--- src/lps_pkg.sv ---
// Shared constants and types for the LED panel scroll scanner.
`default_nettype none

package lps_pkg;

  localparam int ROWS_DEF = 8;
  localparam int COLS_DEF = 32;

  // request kinds carried on in_tuser
  localparam int REQ_W = 2;
  typedef enum logic [REQ_W-1:0] {
    REQ_TICK     = 2'd0,
    REQ_LOAD_TOP = 2'd1,
    REQ_LOAD_BOT = 2'd2,
    REQ_NONE     = 2'd3
  } lps_req_t;

  localparam int LOAD_ROW_W  = 3;
  localparam int LOAD_BITS_W = 32;
  localparam int ROW_ADDR_W  = 3;
  localparam int COLUMN_W    = 5;

  localparam int IN_TDATA_W  = 40;
  localparam int IN_TUSER_W  = REQ_W;
  localparam int OUT_TDATA_W = 16;

  localparam int                  CFG_W     = 6;
  localparam logic [CFG_W-1:0]    CFG_RESET = 6'd30;

  localparam int                  FRAME_W    = 8;
  localparam logic [FRAME_W-1:0]  FRAME_LAST = 8'hFF;

  // store controls, one transfer or one tick at a time
  typedef struct packed {
    logic wr_top;
    logic wr_bot;
    logic shift_all;
    logic restore_all;
  } lps_ctl_t;

endpackage

`default_nettype wire

--- src/lps_row_store.sv ---
// Row memories for the saved top image and the bottom image, with per-row scroll offsets.
`default_nettype none

module lps_row_store
  import lps_pkg::*;
#(
  parameter int ROWS = ROWS_DEF,
  parameter int COLS = COLS_DEF
) (
  input  wire logic                        clk,
  input  wire logic                        rst_n,
  input  wire lps_ctl_t                    ctl,
  input  wire logic [$clog2(ROWS)-1:0]     wr_row,
  input  wire logic [COLS-1:0]             wr_bits,
  input  wire logic [$clog2(ROWS)-1:0]     rd_row,
  output logic      [COLS-1:0]             rd_top,
  output logic      [COLS-1:0]             rd_bot,
  output logic      [$clog2(COLS+1)-1:0]   rd_ofs
);

  localparam int ROW_W = $clog2(ROWS);
  localparam int OFS_W = $clog2(COLS + 1);
  localparam logic [OFS_W-1:0] OFS_SAT = OFS_W'(COLS);

  logic [COLS-1:0]  top_mem [ROWS];
  logic [COLS-1:0]  bot_mem [ROWS];
  logic [ROWS-1:0]  top_vld_r;
  logic [ROWS-1:0]  bot_vld_r;
  logic [OFS_W-1:0] ofs_r   [ROWS];
  logic [COLS-1:0]  rd_top_r;
  logic [COLS-1:0]  rd_bot_r;
  logic [OFS_W-1:0] rd_ofs_r;

  // the live top row is the saved word shifted left by its offset
  always_ff @(posedge clk) begin
    if (!rst_n) begin
      top_vld_r <= '0;
      bot_vld_r <= '0;
      for (int r = 0; r < ROWS; r++) begin
        ofs_r[r] <= '0;
      end
    end else begin
      if (ctl.wr_top) top_vld_r[wr_row] <= 1'b1;
      if (ctl.wr_bot) bot_vld_r[wr_row] <= 1'b1;
      for (int r = 0; r < ROWS; r++) begin
        if (ctl.restore_all) begin
          ofs_r[r] <= '0;
        end else if (ctl.wr_top && (wr_row == ROW_W'(r))) begin
          ofs_r[r] <= '0;
        end else if (ctl.shift_all && (ofs_r[r] != OFS_SAT)) begin
          ofs_r[r] <= ofs_r[r] + 1'b1;
        end
      end
    end
  end

  always_ff @(posedge clk) begin
    if (ctl.wr_top) top_mem[wr_row] <= wr_bits;
    if (ctl.wr_bot) bot_mem[wr_row] <= wr_bits;
  end

  always_ff @(posedge clk) begin
    rd_top_r <= top_vld_r[rd_row] ? top_mem[rd_row] : '0;
    rd_bot_r <= bot_vld_r[rd_row] ? bot_mem[rd_row] : '0;
    rd_ofs_r <= ofs_r[rd_row];
  end

  assign rd_top = rd_top_r;
  assign rd_bot = rd_bot_r;
  assign rd_ofs = rd_ofs_r;

endmodule

`default_nettype wire

--- src/led_panel_scroll_scanner_top.sv ---
// Top level of the LED panel scroll scanner: request decode, frame counting and column shift-out.
//
// Load requests (in_tuser 1 = top row, 2 = bottom row) write one row word. A refresh
// tick (in_tuser 0) reads the current row from the row memories, then sends its columns
// MSB first, one transfer per column, with out_tlast on the final column as the latch
// point; while out_tready is held high the shift-out sends one column per cycle. Every
// 256th tick scrolls the top image left by one column; at the cfg_wr_data-th such scroll
// point the top image instead reverts to its loaded contents. All stores read as zero
// after reset.
`default_nettype none

module led_panel_scroll_scanner_top
  import lps_pkg::*;
#(
  parameter int ROWS = ROWS_DEF,
  parameter int COLS = COLS_DEF
) (
  input  wire logic                   clk,
  input  wire logic                   rst_n,
  input  wire logic                   in_tvalid,
  output logic                        in_tready,
  input  wire logic [IN_TDATA_W-1:0]  in_tdata,   // load_row[2:0], load_bits[34:3], zero pad
  input  wire logic [IN_TUSER_W-1:0]  in_tuser,   // req_type[1:0]
  output logic                        out_tvalid,
  input  wire logic                   out_tready,
  output logic [OUT_TDATA_W-1:0]      out_tdata,  // row_address[2:0], column[7:3],
                                                  // top_bit[8], bottom_bit[9], zero pad
  output logic                        out_tlast,  // latch_last
  input  wire logic                   cfg_wr_en,
  input  wire logic [CFG_W-1:0]       cfg_wr_data
);

  localparam int ROW_W = $clog2(ROWS);
  localparam int COL_W = $clog2(COLS);
  localparam int OFS_W = $clog2(COLS + 1);
  localparam logic [ROW_W-1:0] ROW_LAST = ROW_W'(ROWS - 1);
  localparam logic [COL_W-1:0] COL_LAST = COL_W'(COLS - 1);

  typedef enum logic [3:0] {
    S_IDLE = 4'b0001,
    S_READ = 4'b0010,
    S_LOAD = 4'b0100,
    S_SEND = 4'b1000
  } state_t;

  state_t               state_r, state_nxt;
  logic [FRAME_W-1:0]   frame_r, frame_nxt;
  logic [ROW_W-1:0]     row_sel_r, row_sel_nxt;
  logic [CFG_W-1:0]     shift_cnt_r, shift_cnt_nxt;
  logic [CFG_W-1:0]     cfg_reload_r;
  logic [ROW_W-1:0]     rd_row_r;
  logic [ROW_ADDR_W-1:0] row_addr_r;
  logic [COL_W-1:0]     col_r;
  logic [COLS-1:0]      tw_r;
  logic [COLS-1:0]      bw_r;

  logic                  accept;
  lps_req_t              req;
  logic [LOAD_ROW_W-1:0] load_row;
  logic [LOAD_BITS_W-1:0] load_bits;
  logic                  row_ok;
  logic                  tick;
  logic                  frame_wrap;
  logic [CFG_W-1:0]      shift_cnt_inc;
  lps_ctl_t              ctl;
  logic [COLS-1:0]       rd_top;
  logic [COLS-1:0]       rd_bot;
  logic [OFS_W-1:0]      rd_ofs;
  logic                  out_xfer;

  assign accept    = in_tvalid && in_tready;
  assign req       = lps_req_t'(in_tuser);
  assign load_row  = in_tdata[LOAD_ROW_W-1:0];
  assign load_bits = in_tdata[LOAD_ROW_W +: LOAD_BITS_W];
  assign row_ok    = 32'(load_row) < ROWS;
  assign tick      = accept && (req == REQ_TICK);
  assign frame_wrap    = frame_r == FRAME_LAST;
  assign shift_cnt_inc = shift_cnt_r + 1'b1;

  always_comb begin
    ctl             = '0;
    ctl.wr_top      = accept && (req == REQ_LOAD_TOP) && row_ok;
    ctl.wr_bot      = accept && (req == REQ_LOAD_BOT) && row_ok;
    ctl.shift_all   = tick && frame_wrap;
    ctl.restore_all = tick && frame_wrap && (shift_cnt_inc == cfg_reload_r);
  end

  lps_row_store #(
    .ROWS (ROWS),
    .COLS (COLS)
  ) u_store (
    .clk     (clk),
    .rst_n   (rst_n),
    .ctl     (ctl),
    .wr_row  (ROW_W'(load_row)),
    .wr_bits (COLS'(load_bits)),
    .rd_row  (rd_row_r),
    .rd_top  (rd_top),
    .rd_bot  (rd_bot),
    .rd_ofs  (rd_ofs)
  );

  assign out_xfer = out_tvalid && out_tready;

  always_comb begin
    state_nxt     = state_r;
    frame_nxt     = frame_r;
    row_sel_nxt   = row_sel_r;
    shift_cnt_nxt = shift_cnt_r;
    unique case (state_r)
      S_IDLE: begin
        if (tick) begin
          state_nxt = S_READ;
          frame_nxt = frame_r + 1'b1;
          // row select follows frame_count mod ROWS, restarting when the frame wraps
          if (frame_wrap || (row_sel_r == ROW_LAST)) row_sel_nxt = '0;
          else                                       row_sel_nxt = row_sel_r + 1'b1;
          if (ctl.restore_all)    shift_cnt_nxt = '0;
          else if (ctl.shift_all) shift_cnt_nxt = shift_cnt_inc;
        end
      end
      S_READ: state_nxt = S_LOAD;
      S_LOAD: state_nxt = S_SEND;
      S_SEND: begin
        if (out_xfer && (col_r == COL_LAST)) state_nxt = S_IDLE;
      end
      default: state_nxt = S_IDLE;
    endcase
  end

  always_ff @(posedge clk) begin
    if (!rst_n) begin
      state_r      <= S_IDLE;
      frame_r      <= '0;
      row_sel_r    <= '0;
      shift_cnt_r  <= '0;
      cfg_reload_r <= CFG_RESET;
    end else begin
      state_r     <= state_nxt;
      frame_r     <= frame_nxt;
      row_sel_r   <= row_sel_nxt;
      shift_cnt_r <= shift_cnt_nxt;
      if (cfg_wr_en) cfg_reload_r <= cfg_wr_data;
    end
  end

  always_ff @(posedge clk) begin
    if (tick) begin
      rd_row_r   <= row_sel_r;
      row_addr_r <= frame_r[ROW_ADDR_W-1:0];
    end
    if (state_r == S_LOAD) begin
      tw_r  <= rd_top << rd_ofs;
      bw_r  <= rd_bot;
      col_r <= '0;
    end else if (out_xfer) begin
      tw_r  <= tw_r << 1;
      bw_r  <= bw_r << 1;
      col_r <= col_r + 1'b1;
    end
  end

  assign in_tready  = state_r == S_IDLE;
  assign out_tvalid = state_r == S_SEND;
  assign out_tlast  = col_r == COL_LAST;
  assign out_tdata  = {6'b0, bw_r[COLS-1], tw_r[COLS-1], COLUMN_W'(col_r), row_addr_r};

endmodule

`default_nettype wire

--- config.mk ---
export PLATFORM = sky130hd
export DESIGN_NAME = led_panel_scroll_scanner_top
export DESIGN_NICKNAME = d
export VERILOG_FILES = /design/src/lps_pkg.sv /design/src/lps_row_store.sv /design/src/led_panel_scroll_scanner_top.sv
export SDC_FILE = /design/constraint.sdc
export NUM_CORES = 1
export LEC_CHECK = 0
export ABC_CLOCK_PERIOD_IN_PS = 4750
export BUFFER_PORTS_ARGS = -buffer_cell sky130_fd_sc_hd__buf_4
export CORE_MARGIN = 3
export CORE_UTILIZATION = 30
export CTS_CLUSTER_DIAMETER = 50
export DETAILED_ROUTE_END_ITERATION = 10
export GPL_ROUTABILITY_DRIVEN = 0
export MAX_ROUTING_LAYER = met4
export PLACE_DENSITY = 0.42
export SYNTH_ARGS = -nofsm -noshare
export SYNTH_HDL_FRONTEND = slang
export SYNTH_SLANG_ARGS = --single-unit
export TNS_END_PERCENT = 1
--- constraint.sdc ---
create_clock -name clk -period 4.75 [get_ports clk]
set_input_delay 0.2375 -clock clk [delete_from_list [all_inputs] [get_ports clk]]
set_output_delay 0.2375 -clock clk [all_outputs]
set_load 0.01 [all_outputs]
-- Word level (Yosys, flattened, before mapping)
Memories as Yosys holds them, arrays and structs flattened. A register that Yosys moved wholly into a read port is not among the register bits.
Index checks and enable logic that the tools add are counted.
- register bits: 118
- RAM bits: 560
- output and inout bits: 19
- word-level logic and storage cells: 239
- memories kept: 3
- memories (memory ; depth ; width ; rd ports ; clocked after memory_dff ; wr ports ; line ; RTL):
    u_store.bot_mem ; 8 ; 32 ; 1 ; 1 ; 1 ; lps_row_store.sv:26 ; logic [COLS-1:0] bot_mem [ROWS];
    u_store.top_mem ; 8 ; 32 ; 1 ; 1 ; 1 ; lps_row_store.sv:25 ; logic [COLS-1:0] top_mem [ROWS];
    u_store.ofs_r ; 8 ; 6 ; 9 ; 1 ; 8 ; lps_row_store.sv:29 ; logic [OFS_W-1:0] ofs_r [ROWS];
- $add $sub $neg: 12
- magnitude comparators: 3
- equal/unequal tests: 27
- shifts and indexed selects: 1
- mux-type cells: 120
- bitwise operators: 26
- reduce and logical (&&, ||, !) cells: 35
- operators by type and width (operator ; number):
    6-bit 2-to-1 mux ; 26
    32-bit 2-to-1 mux ; 4
    1-bit 2-to-1 mux ; 83
    6-bit by 1-bit adder with 6-bit output (second input constant) ; 9
    6-bit != test (second input constant) ; 8
    32-bit by 6-bit left shift with 32-bit output ; 1
    1-bit logical AND ; 25
    1-bit bitwise OR ; 24
    8-bit bitwise OR ; 2
    4-bit case mux with 4 select lines ; 1
    3-bit equality test (second input constant) ; 5
    8-bit by 1-bit adder with 8-bit output (second input constant) ; 1
    8-bit equality test (second input constant) ; 1
    3-bit by 4-bit less-than comparator with 1-bit output (second input constant) ; 2
    4-bit 2-to-1 mux ; 2
    1-bit binary-select mux with 3-bit select ; 2
    3-bit by 2-bit equality test with 1-bit output (second input constant) ; 2
    6-bit equality test ; 1
    5-bit by 1-bit adder with 5-bit output (second input constant) ; 1
    5-bit equality test (second input constant) ; 1
    4-bit by 1-bit equality test with 1-bit output (second input constant) ; 1
    4-bit by 2-bit equality test with 1-bit output (second input constant) ; 1
    4-bit by 3-bit equality test with 1-bit output (second input constant) ; 1
    4-bit equality test (second input constant) ; 1
    15 further kinds ; 19

-- Longest topological paths before layout
Gate-level depths: netlist of the first run.
- word-level depth: 11
- gate-level depth with buffers: 11

-- Hierarchy
Synthesis of the first run repeated with hierarchy kept, for this count alone.
- cell total of the unflattened synthesis: 1840
- area total of the unflattened synthesis: 30912.1 µm²
- by module, submodules not included (module ; times used ; cells an instance ; area each (µm²) ; seq. area each (µm²)):
    lps_row_store ; 1 ; 1212 ; 24634.9 ; 18537.8
    led_panel_scroll_scanner_top ; 1 ; 628 ; 6277.3 ; 2742.6

-- Worst setup path after synthesis of the first run
OpenSTA, ideal clock, no wires.
- path type: register to register
- from: reg state_r[1]
- to: mem u_store.ofs_r[0][2] (netlist bit), data pin
- setup time: 260 ps
- arrival: 4837 ps
- data required time: 4490 ps
- path slack: -347 ps
- stages on the path, launching flop included: 7
- cells stage by stage: dfxtp_1 > nor4b_4 > nand3b_2 > nor4_1 > or3b_1 > clkbuf_1 > nor2_1
- RTL lines (element ; line ; RTL):
    start, declared ; led_panel_scroll_scanner_top.sv:46 ; state_t state_r, state_nxt;
    start signal, assigned ; led_panel_scroll_scanner_top.sv:139 ; state_r <= state_nxt;
    end, declared ; lps_row_store.sv:29 ;

==> metrics.txt, run 1 <==
vias in the first global route around 17000; total CTS buffers between 90 and 100; Detailed Place HPWL ~43 mm; mux contribution to synthesized area 0.161; Place WS between 1.5 and 2 ns; cell taking the most area after synthesis edfxtp_1; kind of critical path register to register; antenna violations before repair 0; clock latency on the worst-skew pair 0.67 ns; xor and xnor fraction of the mapped netlist area 0.0133; top cell type's share of synthesized area 0.623; Final nets between 2000 and 2500; final setup margin 1.66 ns; simple-gate share of the synthesized area 0.0683; die area approximately 110000 um^2; Leak about 0.012 uW; drt pass-1 iters 5; Port Buf Inserts 60; Mapped Cells around 1800; ys async rst share 0; Slew Limit Headroom 0.235; core area 100000 um^2; initial core utilization 0.303; Ys Warns 0; Clock transition at path regs 0.05 ns; vias post-DR approximately 16000; IO Pins 72; data required time of the worst path approximately 5.0 ns; grt ovf 0; Final Max Tran Viols 0; hold crit path type primary input to register; # setup viols final 0; # resized after CTS 0; DRT iter0 DRCs just over 1000; critical path endpoint category register; Routed WL per cell between 20 and 25 um; Die Wd between 300 and 400 um; RSZ-0062 raised after global routing no; most common cell in the netlist edfxtp_1; largest family of logic cells by synthesized area multiplexers; Yosys reg bits around 750; antenna-violating nets left 0; number of remaining DRC errors 0; Adder-Cell Fraction of Synth Area 0.00907; largest net degree at the start of global routing 99; Layout area overhead 20.6%; Worst Setup SP state_r[1]; share of layout cells above drive strength 1 0.239; fin crit share 0.651; hold_ws 0.192 ns; Final min period approximately 3.1 ns; startpoint types register; register area share after synthesis 0.701; Total Wirelength approximately 75 mm; Site Rows 116; VDD IR max around 0.29 mV; worst-path fanout max 16; first-pass GRT wire length between 100 and 150 mm; Syn Area/Cell roughly 17 um^2; most frequent cells after synthesis 630 x edfxtp_1, 186 x nand2_1, 167 x mux4_2; CTS Sinks around 750; Hold Startpoint in_tuser[0]; H-tree depth 3; outcome completed; Worst-Margin Slew 1.12 ns; worst clock skew about 0.023 ns; cell area after synthesis slightly above 30000 um^2; root buffer cell clkbuf_16; # diodes 0; Fillers between 9000 and 10000; Fmax ~320 MHz; ys flop type edfxtp_1; ranking of synthesized cells by area edfxtp_1 62%, mux4_2 12%, dfxtp_1 7.8%; Cell variety after synth 64; compound-gate portion of the synthesized area 0.0284; Max Buffers Root-to-Sink 3; CTS tree built; Power Dens Cells ~430 nW/um^2; Vias/cell ~4.7; Critical Path AT 3.37 ns; RR Startpoint state_r[1]; maxcap violations 0; Die Ht approximately 320 um; Fin. Hold Viols 0; Global Route Usage Sum 0.150; EDFF count, synth 630
power breakdown:
part / internal [uW] / total (uW) / switching, uW
Clock: 5030 / 7940 / 2910
Sequential: 7160 / 7220 / 51.3
Combinational: 195 / 461 / 266
kinds of logic after synthesis:
group | Yosys count
flops | 748
fa+ha+maj | 22
other cells | 1
mux | 278
compound gates | 125
xor+xnor | 46
buf+inv | 132
simple gates | 458
cells in the final DEF (no fill, tap or decap), drive strengths merged, types with 10 or more instances in the layout:
master,n
xnor2,24
nand3,35
nand2b,10
clkinv,33
dlygate4sd3,50
ha,22
bufinv,18
buf,97
o21ai,37
xor2,22
edfxtp,630
mux2i,103
a21oi,10
clkbuf,125
nand2,186
nor3,21
mux4,167
inv,37
dfxtp,118
and2,11
o21a,17
nor2,150
stage by stage:
step	instances	area, um^2	power [uW]	setup TNS, ns	util
after floorplan	1815	30400	7580	-7.16	-
after global placement	3167	32500	7780	0	0.324
after detailed placement	3167	32500	7790	0	0.324
after CTS	3405	36600	15900	0	0.365
after global routing	3405	36600	16200	0	0.365
final	3405	36600	15600	0	0.365
repair_timing:
action	CTS	global route
hold buffers	50	0
setup endpoints to repair	0	0
endpoints found under the hold margin	540	0
setup buffers	0	0
sequential cells by signal, summed over array words and instances (netlist names), 8 cells and up:
name and cells:
u_store.bot_mem 256, u_store.rd_bot 32, tw_r 32, u_store.bot_vld_r 8, u_store.rd_top 32, bw_r 32, u_store.top_vld_r 8, u_store.top_mem 256
u_store.ofs_r 48, frame_r 8
worst max-delay path: stages, from the launching register on:
cell      delay (ns)
dfxtp_1         0.37
nor4b_4         0.39
nand3b_2        0.21
or2_1           0.35
clkinv_2        0.23
nand4_1         0.25
nand2_1         0.37
o21ai_0         0.15
o21ai_0         0.37
path summary, 6_finish.rpt:
kind                          endpoint  slack, ns  depth (start not counted)
hold reg to reg   u_store.top_vld_r[4]       0.46                          1
hold / removal            row_sel_r[0]       0.19                          4
setup / recovery   u_store.ofs_r[7][1]       1.66                          8
setup reg to reg   u_store.ofs_r[7][1]       1.66                          8
area by class of cell:
cell class	count	area, um^2	area share
clock buffer	125	2690	0.0734
clock inverter	63	903	0.0247
inverter	30	114	0.00311
multi-input combinational	935	8660	0.236
sequential	748	21300	0.581
tap	1357	1700	0.0464
timing repair buffer	147	1280	0.0349
routing by layer:
| metal | vias to the layer above | GRT usage | share of wire |
|---|---|---|---|
| li1 | 7314 | - | - |
| met1 | 8364 | 0.192 | 0.45 |
| met2 | 271 | 0.247 | 0.49 |
| met3 | 109 | 0.0245 | 0.034 |
| met4 | 0 | 0.0390 | 0.023 |
| met5 | - | - | 0 |
Note: power is estimated with default switching activity, not from simulation.
==> run 2, diff against run 1 <==
--- a/config.mk
+++ b/config.mk
@@ -5,7 +5,7 @@
 export SDC_FILE = /design/constraint.sdc
 export NUM_CORES = 1
 export LEC_CHECK = 0
-export ABC_CLOCK_PERIOD_IN_PS = 4750
+export ABC_CLOCK_PERIOD_IN_PS = 2800
 export BUFFER_PORTS_ARGS = -buffer_cell sky130_fd_sc_hd__buf_4
 export CORE_MARGIN = 3
 export CORE_UTILIZATION = 30
==> constraint.sdc (replaced) <==
create_clock -name clk -period 2.8 [get_ports clk]
set_input_delay 0.14 -clock clk [delete_from_list [all_inputs] [get_ports clk]]
set_output_delay 0.14 -clock clk [all_outputs]
set_load 0.01 [all_outputs]
==> run 2 against run 1 <==
Effect of this change: final cell count up 1.4%; sequential power up 69%; die area unchanged; critical path type unchanged; largest cell class unchanged; largest power group unchanged.
==> metrics.txt, run 2 (synthesized netlist as in run 1, its figures left out) <==
first-pass GRT wire length approximately 110 mm; multi-input logic area between 8000 and 9000 um^2; largest registers u_store.bot_mem (256), u_store.top_mem (256), u_store.ofs_r (48); Detailed Place HPWL around 45 mm; kind of critical path register to register; placed cells about 3200; Place WS about 0.16 ns; most frequent cells in the layout 630 x edfxtp_1, 184 x nand2_1, 167 x mux4_2, 118 x nor2_1, 117 x dfxtp_1; Worst-Margin Slew 0.929 ns; antenna-violating nets left 0; fin area between 30000 and 40000 um^2; Fin. Hold Viols 0; H-tree depth 3; Cell Chain, Critical Path nor4b_4 > nand3b_2 > or2_1 > clkinv_2 > and4_4 > o211ai_2 > or3b_1 > nor2_2; CTS tree built; Psw 5400 uW; total CTS buffers 100; Fmax approximately 380 MHz; Setup TNS 0 ns; fin cells 3454; Power Dens Cells ~700 nW/um^2; met2 Track Usage GR 0.244; met1 Use GR 0.192; Die Ht ~320 um; share of power burned in registers 0.468; worst-path fanout max 8; data required time of the worst path ~3.3 ns; Final min period between 2 and 3 ns; Clock transition at path regs about 0.05 ns; DRT iter0 DRCs about 1000; largest net degree at the start of global routing 57; Worst Setup SP state_r[3]; Routed WL per cell between 20 and 25 um; number of remaining DRC errors 0; Fillers between 9000 and 10000; Vias/cell 4.73; root buffer cell clkbuf_16; CTS Sinks between 700 and 800; share of layout cells above drive strength 1 0.253; placed cell area between 30000 and 40000 um^2; setup bufs post-CTS 0; hold_ws 0.0518 ns; Final nets ~2100; reg2reg path depth 8; internal power between 20000 and 25000 uW; Largest stage delay, worst path around 0.59 ns; Slew Limit Headroom 0.374; Total Wirelength about 75 mm; antenna violations before repair 2; worst-path cell with the longest stage delay or3b_1; Global Route Usage Sum 0.148; most common cell after layout, fill and taps aside edfxtp_1; Site Rows approximately 120; startpoint types register; Clock power frac 0.499; critical path capture point u_store.ofs_r[5][2]; grt met3 use 0.0235; drt pass-1 iters 4; die area about 110000 um^2; VDD IR max 0.423 mV; Critical Path AT approximately 3.1 ns; fin crit share 0.932; final setup margin around 0.19 ns; core area 100000 um^2; reg2reg end u_store.ofs_r[5][2]; RR Startpoint state_r[3]; combinational power share 0.032; vias post-DR around 16000; vias in the first global route approximately 17000; grt ovf 0; Final Max Tran Viols 0; initial core utilization 0.303; Leak about 0.013 uW; critical path endpoint category register; hold crit path type primary input to register; Storage cell area ~21000 um^2; worst clock skew approximately 0.023 ns; Layout area overhead 22.5%; # setup viols final 0; R2R Setup Slk ~0.19 ns; Max Buffers Root-to-Sink 3; IO Pins just over 70; Port Buf Inserts 60; Die Wd ~320 um; outcome completed; grt peak-use layer met2; maxcap violations 0; RSZ-0062 raised after global routing no; sw frac 0.207; clock latency on the worst-skew pair approximately 0.64 ns
-- run 2: worst min path at each step --
stage | startpoint | end | slack, ns | cells past startpoint
after detailed placement | cfg_wr_data[2] | cfg_reload_r[2] | 0.36 | 3
after global routing | in_tdata[1] | u_store.top_mem[1][19] | 0.03 | 2
final | in_tdata[1] | u_store.top_mem[0][19] | 0.05 | 2
after floorplan | in_tdata[3] | u_store.bot_mem[0][0] | 0.24 | 0
after global placement | cfg_wr_data[4] | cfg_reload_r[4] | 0.35 | 3
after CTS | in_tdata[1] | u_store.top_mem[1][19] | 0.002 | 2
-- run 2: stage by stage --
stage | total power, uW | utilization
after floorplan | 12900 | -
after global placement | 13200 | 0.331
after detailed placement | 13300 | 0.331
after CTS | 26500 | 0.371
after global routing | 27100 | 0.371
final | 26100 | 0.371
-- run 2: power by group through the flow --
stage	sequential (uW)	clock (uW)	combinational [uW]
6_report	12200	13100	846
5_1_grt	12200	13900	925
4_1_cts	12200	13400	863
3_5_place_dp	12500	0	794
3_3_place_gp	12500	0	779
2_1_floorplan	12400	0	440
-- run 2: final cells by class --
cell class                 count  area share
antenna                        2    0.000135
sequential                   748       0.572
timing repair buffer         193      0.0509
tap                         1357      0.0456
clock buffer                 133      0.0768
inverter                      30     0.00306
multi-input combinational    935       0.235
clock inverter                56      0.0169
-- run 2: what timing repair did --
| action | 4_1_cts | 5_1_grt |
|---|---|---|
| endpoints found under the setup margin | 0 | 15 |
| gates resized for setup | 0 | 3 |
| hold endpoints to repair | 555 | 0 |
| hold buffers | 53 | 0 |
-- run 2: worst max-delay path: cells and delay by family, from the launching register on --
kind                   cells  cell delay [ns]
and+or+nand+nor            6             1.77
AOI/OAI and AO/OA          1             0.25
buffers and inverters      1             0.07
DFF                        1             0.37
-- run 2: routing by layer --
| metal | up-vias | routed length [um] |
|---|---|---|
| met5 | - | 0 |
| met4 | 0 | 1250 |
| met3 | 104 | 2380 |
| met2 | 240 | 37000 |
| met1 | 8587 | 34000 |
| li1 | 7404 | - |
